$ cat src/hw/rtl/rc4_pkg.sv
// Shared types and constants for the RC4 keystream engine.
package rc4_pkg;

    localparam int unsigned BYTE_W = 8;
    localparam int unsigned CFG_IDX_W = 2;
    localparam int unsigned CFG_DATA_W = 64;
    localparam int unsigned KEY_LEN_W = 5;

    // Key bytes 0..15 after reset, byte 0 in the low bits.
    localparam logic [127:0] KEY_RESET = 128'h0000000000000000_00776F5E4D3C2B1A;
    localparam logic [KEY_LEN_W-1:0] KEY_LEN_RESET = 5'd7;

    localparam logic [CFG_IDX_W-1:0] CFG_KEY_LOW  = 2'd0;
    localparam logic [CFG_IDX_W-1:0] CFG_KEY_HIGH = 2'd1;
    localparam logic [CFG_IDX_W-1:0] CFG_KEY_LEN  = 2'd2;

    typedef enum logic [1:0] {
        REQ_INIT = 2'd0,
        REQ_STEP = 2'd1,
        REQ_READ = 2'd2,
        REQ_NOP  = 2'd3
    } req_code_t;

    typedef struct packed {
        req_code_t       req_type;
        logic [7:0]      entry_index;
    } rc4_req_t;

    typedef struct packed {
        logic [7:0] data_byte;
        logic [7:0] index_i;
        logic [7:0] index_j;
    } rc4_rsp_t;

    // Sequencer to table memory.
    typedef struct packed {
        logic       clr;
        logic       we;
        logic [7:0] waddr;
        logic [7:0] wdata;
        logic [7:0] raddr;
    } mem_req_t;

endpackage

$ cat src/hw/rtl/rc4_sbox_mem.sv
// Permutation table: 256x8 synchronous RAM with per-entry valid bits for identity reset.
module rc4_sbox_mem
    import rc4_pkg::*;
(
    input  logic       clk,
    input  logic       rst_n,
    input  mem_req_t   mem_req,
    output logic [7:0] rd_data
);

    logic [7:0]   mem [256];
    logic [255:0] vld_reg;
    logic [7:0]   rd_q_reg;
    logic         rd_vld_reg;
    logic [7:0]   rd_addr_reg;

    always_ff @(posedge clk)
    begin
        if (mem_req.we)
        begin
            mem[mem_req.waddr] <= mem_req.wdata;
        end
        rd_q_reg    <= mem[mem_req.raddr];
        rd_addr_reg <= mem_req.raddr;
    end

    // Entry not written since last clear reads as its own index.
    always_ff @(posedge clk or negedge rst_n)
    begin
        if (!rst_n)
        begin
            vld_reg    <= '0;
            rd_vld_reg <= 1'b0;
        end
        else
        begin
            rd_vld_reg <= vld_reg[mem_req.raddr];
            if (mem_req.clr)
            begin
                vld_reg <= '0;
            end
            else if (mem_req.we)
            begin
                vld_reg[mem_req.waddr] <= 1'b1;
            end
        end
    end

    assign rd_data = rd_vld_reg ? rd_q_reg : rd_addr_reg;

endmodule

$ cat src/hw/rtl/rc4_seq.sv
// Request sequencer: key schedule, keystream step and table read over one RAM.
module rc4_seq
    import rc4_pkg::*;
#(
    parameter int unsigned MAX_KEY_BYTES = 16,
    parameter int unsigned KW = (MAX_KEY_BYTES > 1) ? $clog2(MAX_KEY_BYTES) : 1
)
(
    input  logic                             clk,
    input  logic                             rst_n,
    input  logic                             start,
    input  rc4_req_t                         req,
    output logic                             busy,
    output logic                             done,
    output rc4_rsp_t                         rsp,
    input  logic [MAX_KEY_BYTES-1:0][7:0]    key_bytes,
    input  logic [KW-1:0]                    key_last,
    output mem_req_t                         mem_req,
    input  logic [7:0]                       rd_data
);

    typedef enum logic [5:0] {
        ST_IDLE = 6'b000001,
        ST_RA   = 6'b000010,
        ST_RB   = 6'b000100,
        ST_WA   = 6'b001000,
        ST_WB   = 6'b010000,
        ST_RE   = 6'b100000
    } state_t;

    state_t        state_reg, state_next;
    logic          ksa_reg, ksa_next;
    logic [7:0]    a_reg, a_next;
    logic [7:0]    i_reg, i_next;
    logic [7:0]    j_reg, j_next;
    logic [7:0]    sa_reg, sa_next;
    logic [7:0]    sb_reg, sb_next;
    logic [KW-1:0] kpos_reg, kpos_next;
    logic          done_reg, done_next;
    rc4_rsp_t      rsp_reg, rsp_next;

    logic          accept;
    logic [7:0]    key_add;
    logic [7:0]    t_sum;
    logic [7:0]    ks_byte;

    assign accept  = start && (state_reg == ST_IDLE);
    assign key_add = ksa_reg ? key_bytes[kpos_reg] : 8'd0;
    assign t_sum   = sa_reg + sb_reg;

    // Output entry after the swap: the two swapped slots come from registers.
    always_comb
    begin
        priority if (t_sum == j_reg)
            ks_byte = sa_reg;
        else if (t_sum == a_reg)
            ks_byte = sb_reg;
        else
            ks_byte = rd_data;
    end

    always_comb
    begin
        state_next = state_reg;
        ksa_next   = ksa_reg;
        a_next     = a_reg;
        i_next     = i_reg;
        j_next     = j_reg;
        sa_next    = sa_reg;
        sb_next    = sb_reg;
        kpos_next  = kpos_reg;
        done_next  = 1'b0;
        rsp_next   = rsp_reg;
        mem_req    = '0;

        unique case (state_reg)
            ST_IDLE:
            begin
                mem_req.raddr = i_reg + 8'd1;
                if (accept)
                begin
                    unique case (req.req_type)
                        REQ_INIT:
                        begin
                            mem_req.clr = 1'b1;
                            ksa_next    = 1'b1;
                            a_next      = 8'd0;
                            j_next      = 8'd0;
                            kpos_next   = '0;
                            state_next  = ST_RA;
                        end
                        REQ_STEP:
                        begin
                            ksa_next   = 1'b0;
                            i_next     = i_reg + 8'd1;
                            a_next     = i_reg + 8'd1;
                            state_next = ST_RB;
                        end
                        REQ_READ:
                        begin
                            mem_req.raddr = req.entry_index;
                            state_next    = ST_RE;
                        end
                        REQ_NOP:
                        begin
                            done_next = 1'b1;
                            rsp_next  = '{data_byte: 8'd0, index_i: i_reg, index_j: j_reg};
                        end
                        default:
                        begin
                            state_next = ST_IDLE;
                        end
                    endcase
                end
            end
            ST_RA:
            begin
                mem_req.raddr = a_reg;
                state_next    = ST_RB;
            end
            ST_RB:
            begin
                sa_next       = rd_data;
                j_next        = j_reg + rd_data + key_add;
                mem_req.raddr = j_reg + rd_data + key_add;
                state_next    = ST_WA;
            end
            ST_WA:
            begin
                sb_next       = rd_data;
                mem_req.we    = 1'b1;
                mem_req.waddr = a_reg;
                mem_req.wdata = rd_data;
                mem_req.raddr = sa_reg + rd_data;
                state_next    = ST_WB;
            end
            ST_WB:
            begin
                mem_req.we    = 1'b1;
                mem_req.waddr = j_reg;
                mem_req.wdata = sa_reg;
                if (!ksa_reg)
                begin
                    done_next  = 1'b1;
                    rsp_next   = '{data_byte: ks_byte, index_i: i_reg, index_j: j_reg};
                    state_next = ST_IDLE;
                end
                else if (a_reg == 8'hFF)
                begin
                    i_next     = 8'd0;
                    j_next     = 8'd0;
                    ksa_next   = 1'b0;
                    done_next  = 1'b1;
                    rsp_next   = '{data_byte: 8'd0, index_i: 8'd0, index_j: 8'd0};
                    state_next = ST_IDLE;
                end
                else
                begin
                    a_next     = a_reg + 8'd1;
                    kpos_next  = (kpos_reg == key_last) ? '0 : kpos_reg + 1'b1;
                    state_next = ST_RA;
                end
            end
            ST_RE:
            begin
                done_next  = 1'b1;
                rsp_next   = '{data_byte: rd_data, index_i: i_reg, index_j: j_reg};
                state_next = ST_IDLE;
            end
            default:
            begin
                state_next = ST_IDLE;
            end
        endcase
    end

    always_ff @(posedge clk or negedge rst_n)
    begin
        if (!rst_n)
        begin
            state_reg <= ST_IDLE;
            ksa_reg   <= 1'b0;
            i_reg     <= 8'd0;
            j_reg     <= 8'd0;
            kpos_reg  <= '0;
            done_reg  <= 1'b0;
        end
        else
        begin
            state_reg <= state_next;
            ksa_reg   <= ksa_next;
            i_reg     <= i_next;
            j_reg     <= j_next;
            kpos_reg  <= kpos_next;
            done_reg  <= done_next;
        end
    end

    always_ff @(posedge clk)
    begin
        a_reg   <= a_next;
        sa_reg  <= sa_next;
        sb_reg  <= sb_next;
        rsp_reg <= rsp_next;
    end

    assign busy = (state_reg != ST_IDLE);
    assign done = done_reg;
    assign rsp  = rsp_reg;

`ifndef NO_ASSERTIONS
    a_wr_only_in_swap: assert property (@(posedge clk) disable iff (!rst_n)
        mem_req.we |-> (state_reg == ST_WA || state_reg == ST_WB))
        else $error("table write outside swap states");

    a_clr_only_on_init: assert property (@(posedge clk) disable iff (!rst_n)
        mem_req.clr |-> (accept && req.req_type == REQ_INIT && !mem_req.we))
        else $error("table clear without init request");

    a_done_source: assert property (@(posedge clk) disable iff (!rst_n)
        done_next |-> (state_reg == ST_WB || state_reg == ST_RE || accept))
        else $error("result strobe from unexpected state");

    a_init_ends_zero: assert property (@(posedge clk) disable iff (!rst_n)
        (state_reg == ST_WB && ksa_reg && a_reg == 8'hFF) |=>
            (i_reg == 8'd0 && j_reg == 8'd0 && done_reg))
        else $error("key schedule did not end with cleared indices");
`endif

endmodule

$ cat src/hw/rtl/rc4_keystream_engine_top.sv
// RC4 keystream engine top level: key registers, sequencer and permutation table.
//
// Usage:
//   Command channel: a word on req is taken at a rising edge with start high and
//   busy low. req_type selects init (key schedule), step (one keystream byte),
//   read (table entry at entry_index) or no-op.
//   Result channel: every command yields exactly one word on rsp, marked by done
//   for a single cycle. The receiver cannot stall; it must take the word then.
//   Sequence of each command, from the accepting edge to the done cycle:
//     step : the next command is accepted in the done cycle. The steps are set
//            by the RAM's single read port: read S[i], read S[j], read the
//            output entry while writing S[i], then write S[j].
//     read : one table read.   no-op : no table access.
//     init : table clear, then the same read and write loop per table entry.
//   Config port: cfg_write/cfg_index/cfg_data write key_low (0), key_high (1) or
//   key_length (2); other indexes are ignored. Write only while idle.
//   Reset: table reads as identity (valid bits clear at once, no sweep), i = j = 0,
//   key registers take their reset key. Key length 0 acts as 1, above
//   MAX_KEY_BYTES it saturates.
module rc4_keystream_engine_top
    import rc4_pkg::*;
#(
    parameter int unsigned MAX_KEY_BYTES = 16
)
(
    input  logic                  clk,
    input  logic                  rst_n,
    input  logic                  start,
    input  rc4_req_t              req,
    output logic                  busy,
    output logic                  done,
    output rc4_rsp_t              rsp,
    input  logic                  cfg_write,
    input  logic [CFG_IDX_W-1:0]  cfg_index,
    input  logic [CFG_DATA_W-1:0] cfg_data
);

    localparam int unsigned KW = (MAX_KEY_BYTES > 1) ? $clog2(MAX_KEY_BYTES) : 1;

    // Key bytes beyond MAX_KEY_BYTES are never used, so they are not stored.
    logic [MAX_KEY_BYTES-1:0][7:0] key_reg;
    logic [KEY_LEN_W-1:0]          key_len_reg;
    logic [KW-1:0]                 key_last;
    mem_req_t                      mem_req;
    logic [7:0]                    rd_data;

    for (genvar b = 0; b < MAX_KEY_BYTES; b++)
    begin : g_key
        localparam logic [CFG_IDX_W-1:0] WORD_SEL = (b < 8) ? CFG_KEY_LOW : CFG_KEY_HIGH;
        localparam int unsigned          LANE     = b % 8;

        always_ff @(posedge clk or negedge rst_n)
        begin
            if (!rst_n)
            begin
                key_reg[b] <= KEY_RESET[8*b +: 8];
            end
            else if (cfg_write && cfg_index == WORD_SEL)
            begin
                key_reg[b] <= cfg_data[8*LANE +: 8];
            end
        end
    end

    always_ff @(posedge clk or negedge rst_n)
    begin
        if (!rst_n)
        begin
            key_len_reg <= KEY_LEN_RESET;
        end
        else if (cfg_write && cfg_index == CFG_KEY_LEN)
        begin
            key_len_reg <= cfg_data[KEY_LEN_W-1:0];
        end
    end

    // Last key position used by the schedule's cyclic key walk.
    always_comb
    begin
        priority if (key_len_reg == '0)
            key_last = '0;
        else if (key_len_reg > KEY_LEN_W'(MAX_KEY_BYTES))
            key_last = KW'(MAX_KEY_BYTES - 1);
        else
            key_last = KW'(key_len_reg - 1'b1);
    end

    rc4_seq #(
        .MAX_KEY_BYTES (MAX_KEY_BYTES),
        .KW            (KW)
    ) u_seq (
        .clk       (clk),
        .rst_n     (rst_n),
        .start     (start),
        .req       (req),
        .busy      (busy),
        .done      (done),
        .rsp       (rsp),
        .key_bytes (key_reg),
        .key_last  (key_last),
        .mem_req   (mem_req),
        .rd_data   (rd_data)
    );

    rc4_sbox_mem u_sbox (
        .clk     (clk),
        .rst_n   (rst_n),
        .mem_req (mem_req),
        .rd_data (rd_data)
    );

endmodule

$ cat config.mk
export PLATFORM = sky130hd
export DESIGN_NAME = rc4_keystream_engine_top
export DESIGN_NICKNAME = d
export VERILOG_FILES = /design/src/hw/rtl/rc4_pkg.sv /design/src/hw/rtl/rc4_sbox_mem.sv /design/src/hw/rtl/rc4_seq.sv /design/src/hw/rtl/rc4_keystream_engine_top.sv
export SDC_FILE = /design/constraint.sdc
export NUM_CORES = 2
export LEC_CHECK = 0
export ABC_AREA = 0
export BUFFER_PORTS_ARGS = -buffer_cell sky130_fd_sc_hd__clkbuf_2
export CAP_MARGIN = 0
export CELL_PAD_IN_SITES_DETAIL_PLACEMENT = 0
export CELL_PAD_IN_SITES_GLOBAL_PLACEMENT = 1
export CORE_UTILIZATION = 53
export DETAILED_ROUTE_END_ITERATION = 6
export PLACE_DENSITY_LB_ADDON = 0.08
export RECOVER_POWER = 50
export SYNTH_ARGS = -nofsm -noshare
export SYNTH_HDL_FRONTEND = slang
export SYNTH_SLANG_ARGS = --single-unit
$ cat constraint.sdc
create_clock -name clk -period 15.33 [get_ports clk]
set_clock_uncertainty 0.2 [all_clocks]
set_input_delay 1.533 -clock clk [delete_from_list [all_inputs] [get_ports clk]]
set_output_delay 1.533 -clock clk [all_outputs]
set_load 0.05 [all_outputs]
# --- After elaboration in Yosys (flattened, before gate mapping) ---
# Memories as Yosys holds them, arrays and structs flattened. A register that Yosys moved wholly into a read port is not among the register bits.
# Index checks and enable logic that the tools add are counted.
op_classes:
  n_addsub: 8
  n_lt_le_gt_ge: 5
  n_eq_ne: 26
  mux: 62
  n_bitwise: 1
  reduce_logical: 19
ops:
  columns: ["cell", "n"]
  rows:
  - ["256-bit 2-to-1 mux", 2]
  - ["256-bit OR", 1]
  - ["8-bit 2-to-1 mux", 16]
  - ["24-bit 2-to-1 mux", 4]
  - ["24-bit one-hot mux with 3 select lines", 1]
  - ["8-bit one-hot mux with 2 select lines", 3]
  - ["17-bit one-hot mux with 2 select lines", 1]
  - ["8-bit adder", 4]
  - ["8-bit binary-select mux with 4-bit select", 1]
  - ["8-bit one-hot mux with 4 select lines", 1]
  - ["6-bit one-hot mux with 5 select lines", 1]
  - ["4-bit 2-to-1 mux", 7]
  - ["8-bit one-hot mux with 3 select lines", 1]
  - ["5-bit AND reduction", 4]
  - ["8-bit by 9-bit < comparator with 1-bit output (second input constant)", 2]
  - ["6-bit one-hot mux with 3 select lines", 1]
  - ["8-bit by 1-bit adder with 8-bit output (second input constant)", 2]
  - ["8-bit == test", 2]
  - ["1-bit 2-to-1 mux", 14]
  - ["6-bit 2-to-1 mux", 2]
  - ["1-bit binary-select mux with 8-bit select", 1]
  - ["1-bit demux with 8-bit select", 1]
  - ["8-bit == test (second input constant)", 1]
  - ["8-bit by 1-bit >= comparator with 1-bit output (second input constant)", 1]
  - ["other kinds (30)", 47]
totals:
  regBits: 474
  mem_bits_rw: 2048
  in_bits: 80
  n_memories: 1
mem_list:
  columns: ["memory", "words", "word_bits", "read_ports", "rd_ports_with_merged_regs", "write_ports", "line_no", "rtl"]
  rows:
  - ["u_sbox.mem", 256, 8, 1, 1, 1, "rc4_sbox_mem.sv:11", "logic [7:0] mem [256];"]

# --- Longest topological paths before layout ---
logic_depth:
  depth_word: 9
  ltp_mapped: 26
  depth_no_buf: 18

# --- Hierarchy ---
# A second synthesis with hierarchy kept.
unflattened:
  hier_cells: 5609
  hier_area_um2: 102894.9
by_module_without_submodules:
  columns: ["module", "n_inst", "cells_each", "area_per_inst_um2", "seq_area_each_um2"]
  rows:
  - ["rc4_sbox_mem", 1, 4721, 91111.1, 68250.5]
  - ["rc4_seq", 1, 587, 6271.0, 2143.3]
  - ["rc4_keystream_engine_top", 1, 301, 5512.8, 3372.0]

# --- Worst setup path before layout ---
# No wires, ideal clock.
synth_timing:
  path_kind: "reg2reg"
  startpoint: "register u_seq.state_reg[1]"
  endpoint: "memory u_sbox.mem[0][7], data pin"
  setup_ns: 2.192
  arrival_ns: 11.269
  required_time_ns: 12.938
  slack_ns: 1.670
  stages_incl_launch_ff: 6
  path_buffers: 2
  period_less_slack_ns: 13.660
  cell_sequence: "dfrtp_1 > nor4_4 > nand2_1 > clkbuf_1 > clkbuf_1 > o21ai_0"
synth_lines:
  columns: ["item", "line_no", "rtl"]
  rows:
  - ["start, declared", "rc4_seq.sv:31", "state_t state_reg, state_next;"]
  - ["start signal, assigned", "rc4_seq.sv:190", "state_reg <= state_next;"]
  - ["end, declared", "rc4_sbox_mem.sv:11", null]

==> impl_metrics.py <==
metrics = {
    "detailed_routing": {
        "wire_per_inst_um": 32.2,
        "drt.antenna.violating_nets": 0,
        "drtIter0Drc": 10087,
        "drtPass1Iterations": 6,
        "wirelength_um": 342000,
        "drc": 0,
        "viasPerCell": 6.51,
        "vias": 69336,
    },
    "cts": {
        "clock-root-buffer": "clkbuf_16",
        "clockBufferDepth": 4,
        "numCtsBuffers": 280,
        "clkSinkCount": 2530,
        "cts_tree": "done",
        "cts_hold_buffers": 0,
        "cts_max_level": 5,
        "clock_latency_ps": 950,
        "clk_pin_slew_ps": 60,
        "cts_resized": 0,
        "cts_setup_buffers": 0,
    },
    "pwr": {
        "vdd_drop_max_mv": 0.280,
        "p_leak_uw": 0.0431,
        "power_density_mw_per_mm2": 213,
        "p_total_uw": 24600,
    },
    "synthesis": {
        "async_flop_share_pct": 16.5,
        "syn_avg_cell_area_um2": 13.4,
        "ys_types": 89,
        "syn_inst": 7780,
        "synth_edf_count": 2096,
        "synth-seq-cells": 2530,
        "synth_nets": 7899,
        "synth_top_area_share_pct": 60.2,
        "synth.cell_area_mm2": 0.105,
        "synth_top_area_cell": "edfxtp_1",
        "ys_top_cells_by_area": "edfxtp_1 60%, dfrtp_1 9.1%, nand2_1 6.0%",
        "yosysSeqAreaShare_pct": 70.6,
        "ys_warn_count": 0,
        "synth_flop_cell": "edfxtp_1",
    },
    "global_route": {
        "grt_pass1_vias": 63856,
        "antenna_found_initial": 16,
        "track_usage_pct": 34.2,
        "grt_pass1_wl_um": 483000,
        "grt_max_degree": 189,
        "overflow": 0,
    },
    "floorplanning": {
        "core_area_mm2": 0.195,
        "fp.dieW_um": 446,
        "dieArea_mm2": 0.199,
        "io_pins": 106,
        "row_count": 162,
        "initial_core_util_pct": 53.5,
        "die_y_um": 446,
    },
    "cells_and_area": {
        "area_growth_pct": 10.8,
        "stdcell_count": 10647,
        "largest_register_ffs": 2048,
        "fin_util_pct": 59.3,
        "final_nets": 7922,
        "fill_cells": 15386,
        "drive_gt1_share_pct": 11.4,
    },
    "setup_path": {
        "cp_slowest_cell": "clkbuf_1",
        "start_kind": "flip-flop",
        "worst_setup_path_end_kind": "flip-flop",
        "cp_common_cell": "clkbuf_1",
        "path_buf_inv": 4,
        "arrival_ps": 11760,
        "critPathTopFamily": "buffers and inverters",
        "critPathMaxFanout": 79,
        "cp_cell_sequence": "or4_1 > nor3b_1 > clkbuf_1 > nand2_1 > o21ai_4 > clkbuf_1 > clkbuf_1 > buf_4",
        "cpPeakStageDelay_ps": 3180,
        "worstPathRequired_ps": 15770,
        "path_class": "reg2reg",
    },
    "timing": {
        "rsz0062_at_grt": "false",
        "final-setup-viol-count": 0,
        "hold_viol_final": 0,
        "tns_ps": 0,
        "finalMaxSlewViolations": 1801,
        "post-route-period-util_pct": 73.9,
        "fin_crit_ps": 11330,
        "worst_slew_pin_slew_ps": 5230,
        "slew-limit-headroom_pct": -249,
        "fin_hold_ws_ps": 287,
        "fmaxAchievable_mhz": 88.3,
    },
    "min_path": {
        "hold_class": "reg2reg",
    },
    "place": {
        "place_inst": 10145,
        "dpl.hpwl_um": 207000,
        "place_congestion": 0.944,
        "io_buffers": 105,
    },
    "run_status": {
        "status": "complete, but fails checks",
        "violations": "max-capacitance violations, max-slew violations",
    },
    "job": {
        "maxCapViolations": 37,
    },
}
-- final timing paths --
path	to	from	slack (ps)	cells after the start
setup / recovery	u_sbox.mem[206][0]$_DFFE_PP_	u_seq.state_reg[2]$_DFFE_PN0P_	4000	8
hold / removal	u_sbox.vld_reg[107]$_DFFE_PN0P_	u_sbox.vld_reg[107]$_DFFE_PN0P_	290	1
setup reg to reg	u_sbox.mem[206][0]$_DFFE_PP_	u_seq.state_reg[2]$_DFFE_PN0P_	4000	8
hold reg to reg	u_sbox.vld_reg[107]$_DFFE_PN0P_	u_sbox.vld_reg[107]$_DFFE_PN0P_	290	1
max in group asynchronous	key_reg[59]$_DFFE_PN0P_	rst_n	5070	3
min in group asynchronous	u_seq.i_reg[1]$_DFFE_PN0P_	rst_n	2230	1
-- per-stage QoR --
step | setup WS (ps) | cell area [um2]
finish | 4000 | 116000
global route | 3570 | 116000
CTS | 6630 | 116000
detailed placement | 6670 | 107000
global placement | 5500 | 107000
floorplan | 1670 | 105000
-- report_power, final --
| part | total [uW] | switching, uW | internal [uW] |
|---|---|---|---|
| sequential | 7750 | 142 | 7600 |
| clock | 6540 | 2700 | 3840 |
| combinational | 10400 | 7760 | 2600 |
-- layout by cell type, fill, tap and decap left out, types with 175 or more instances in the layout --
cell type  Yosys  layout
nand3_1      658     656
edfxtp_1    2096    2096
nand2_1     1681    1671
mux2i_1      202     202
clkbuf_1     210     175
o21a_1       261     260
dfrtp_1      382     382
nor2_1       333     324
clkbuf_16      0     291
a21oi_1      265     265
-- synth_stat cells, drive strengths merged (58+ instances only) --
master	count
nand3	658
clkbuf	210
mux2	139
o21a	261
buf	322
mux2i	202
a311oi	65
o22ai	69
edfxtp	2096
a31oi	86
a22oi	58
a21oi	265
nand2	1681
mux4	112
dfrtp	382
o21ai	79
and3	106
nor2	334
-- area by class of cell --
| class | count | area, um2 | area share (%) |
|---|---|---|---|
| multi-input cells | 4665 | 28100 | 24.2 |
| clock inverters | 74 | 773 | 0.667 |
| well taps | 2624 | 3280 | 2.83 |
| inverters | 53 | 230 | 0.199 |
| clock buffers | 411 | 7920 | 6.84 |
| diodes | 17 | 42.5 | 0.0367 |
| repair buffers | 273 | 1740 | 1.50 |
| flip-flops and latches | 2530 | 73800 | 63.7 |
-- logic make-up (layout without fill, tap and decap cells) --
family	Yosys count	count (layout)	synth area share [%]
compound gates	1180	1180	7.88
other cells	0	17	0
simple gates	2948	2948	12.1
flops	2530	2530	70.6
xor+xnor	45	45	0.403
mux	453	453	5.84
fa+ha+maj	39	39	0.539
buf+inv	585	811	2.69
-- worst reg2reg max path, cell delays in order (launching register included) --
cell and delay [ps]:
dfrtp_1 490, or4_1 590, nor3b_1 1410, clkbuf_1 970, nand2_1 240, o21ai_4 100
clkbuf_1 3180, clkbuf_1 2920, buf_4 920
-- routing by layer --
| metal | track usage [%] | wire length [um] |
|---|---|---|
| met5 | 0.0977 | 92 |
| met3 | 9.14 | 40900 |
| met4 | 14.1 | 15000 |
| met1 | 49.3 | 137000 |
| met2 | 49.1 | 149000 |
Power figures use the tool's default switching activity.
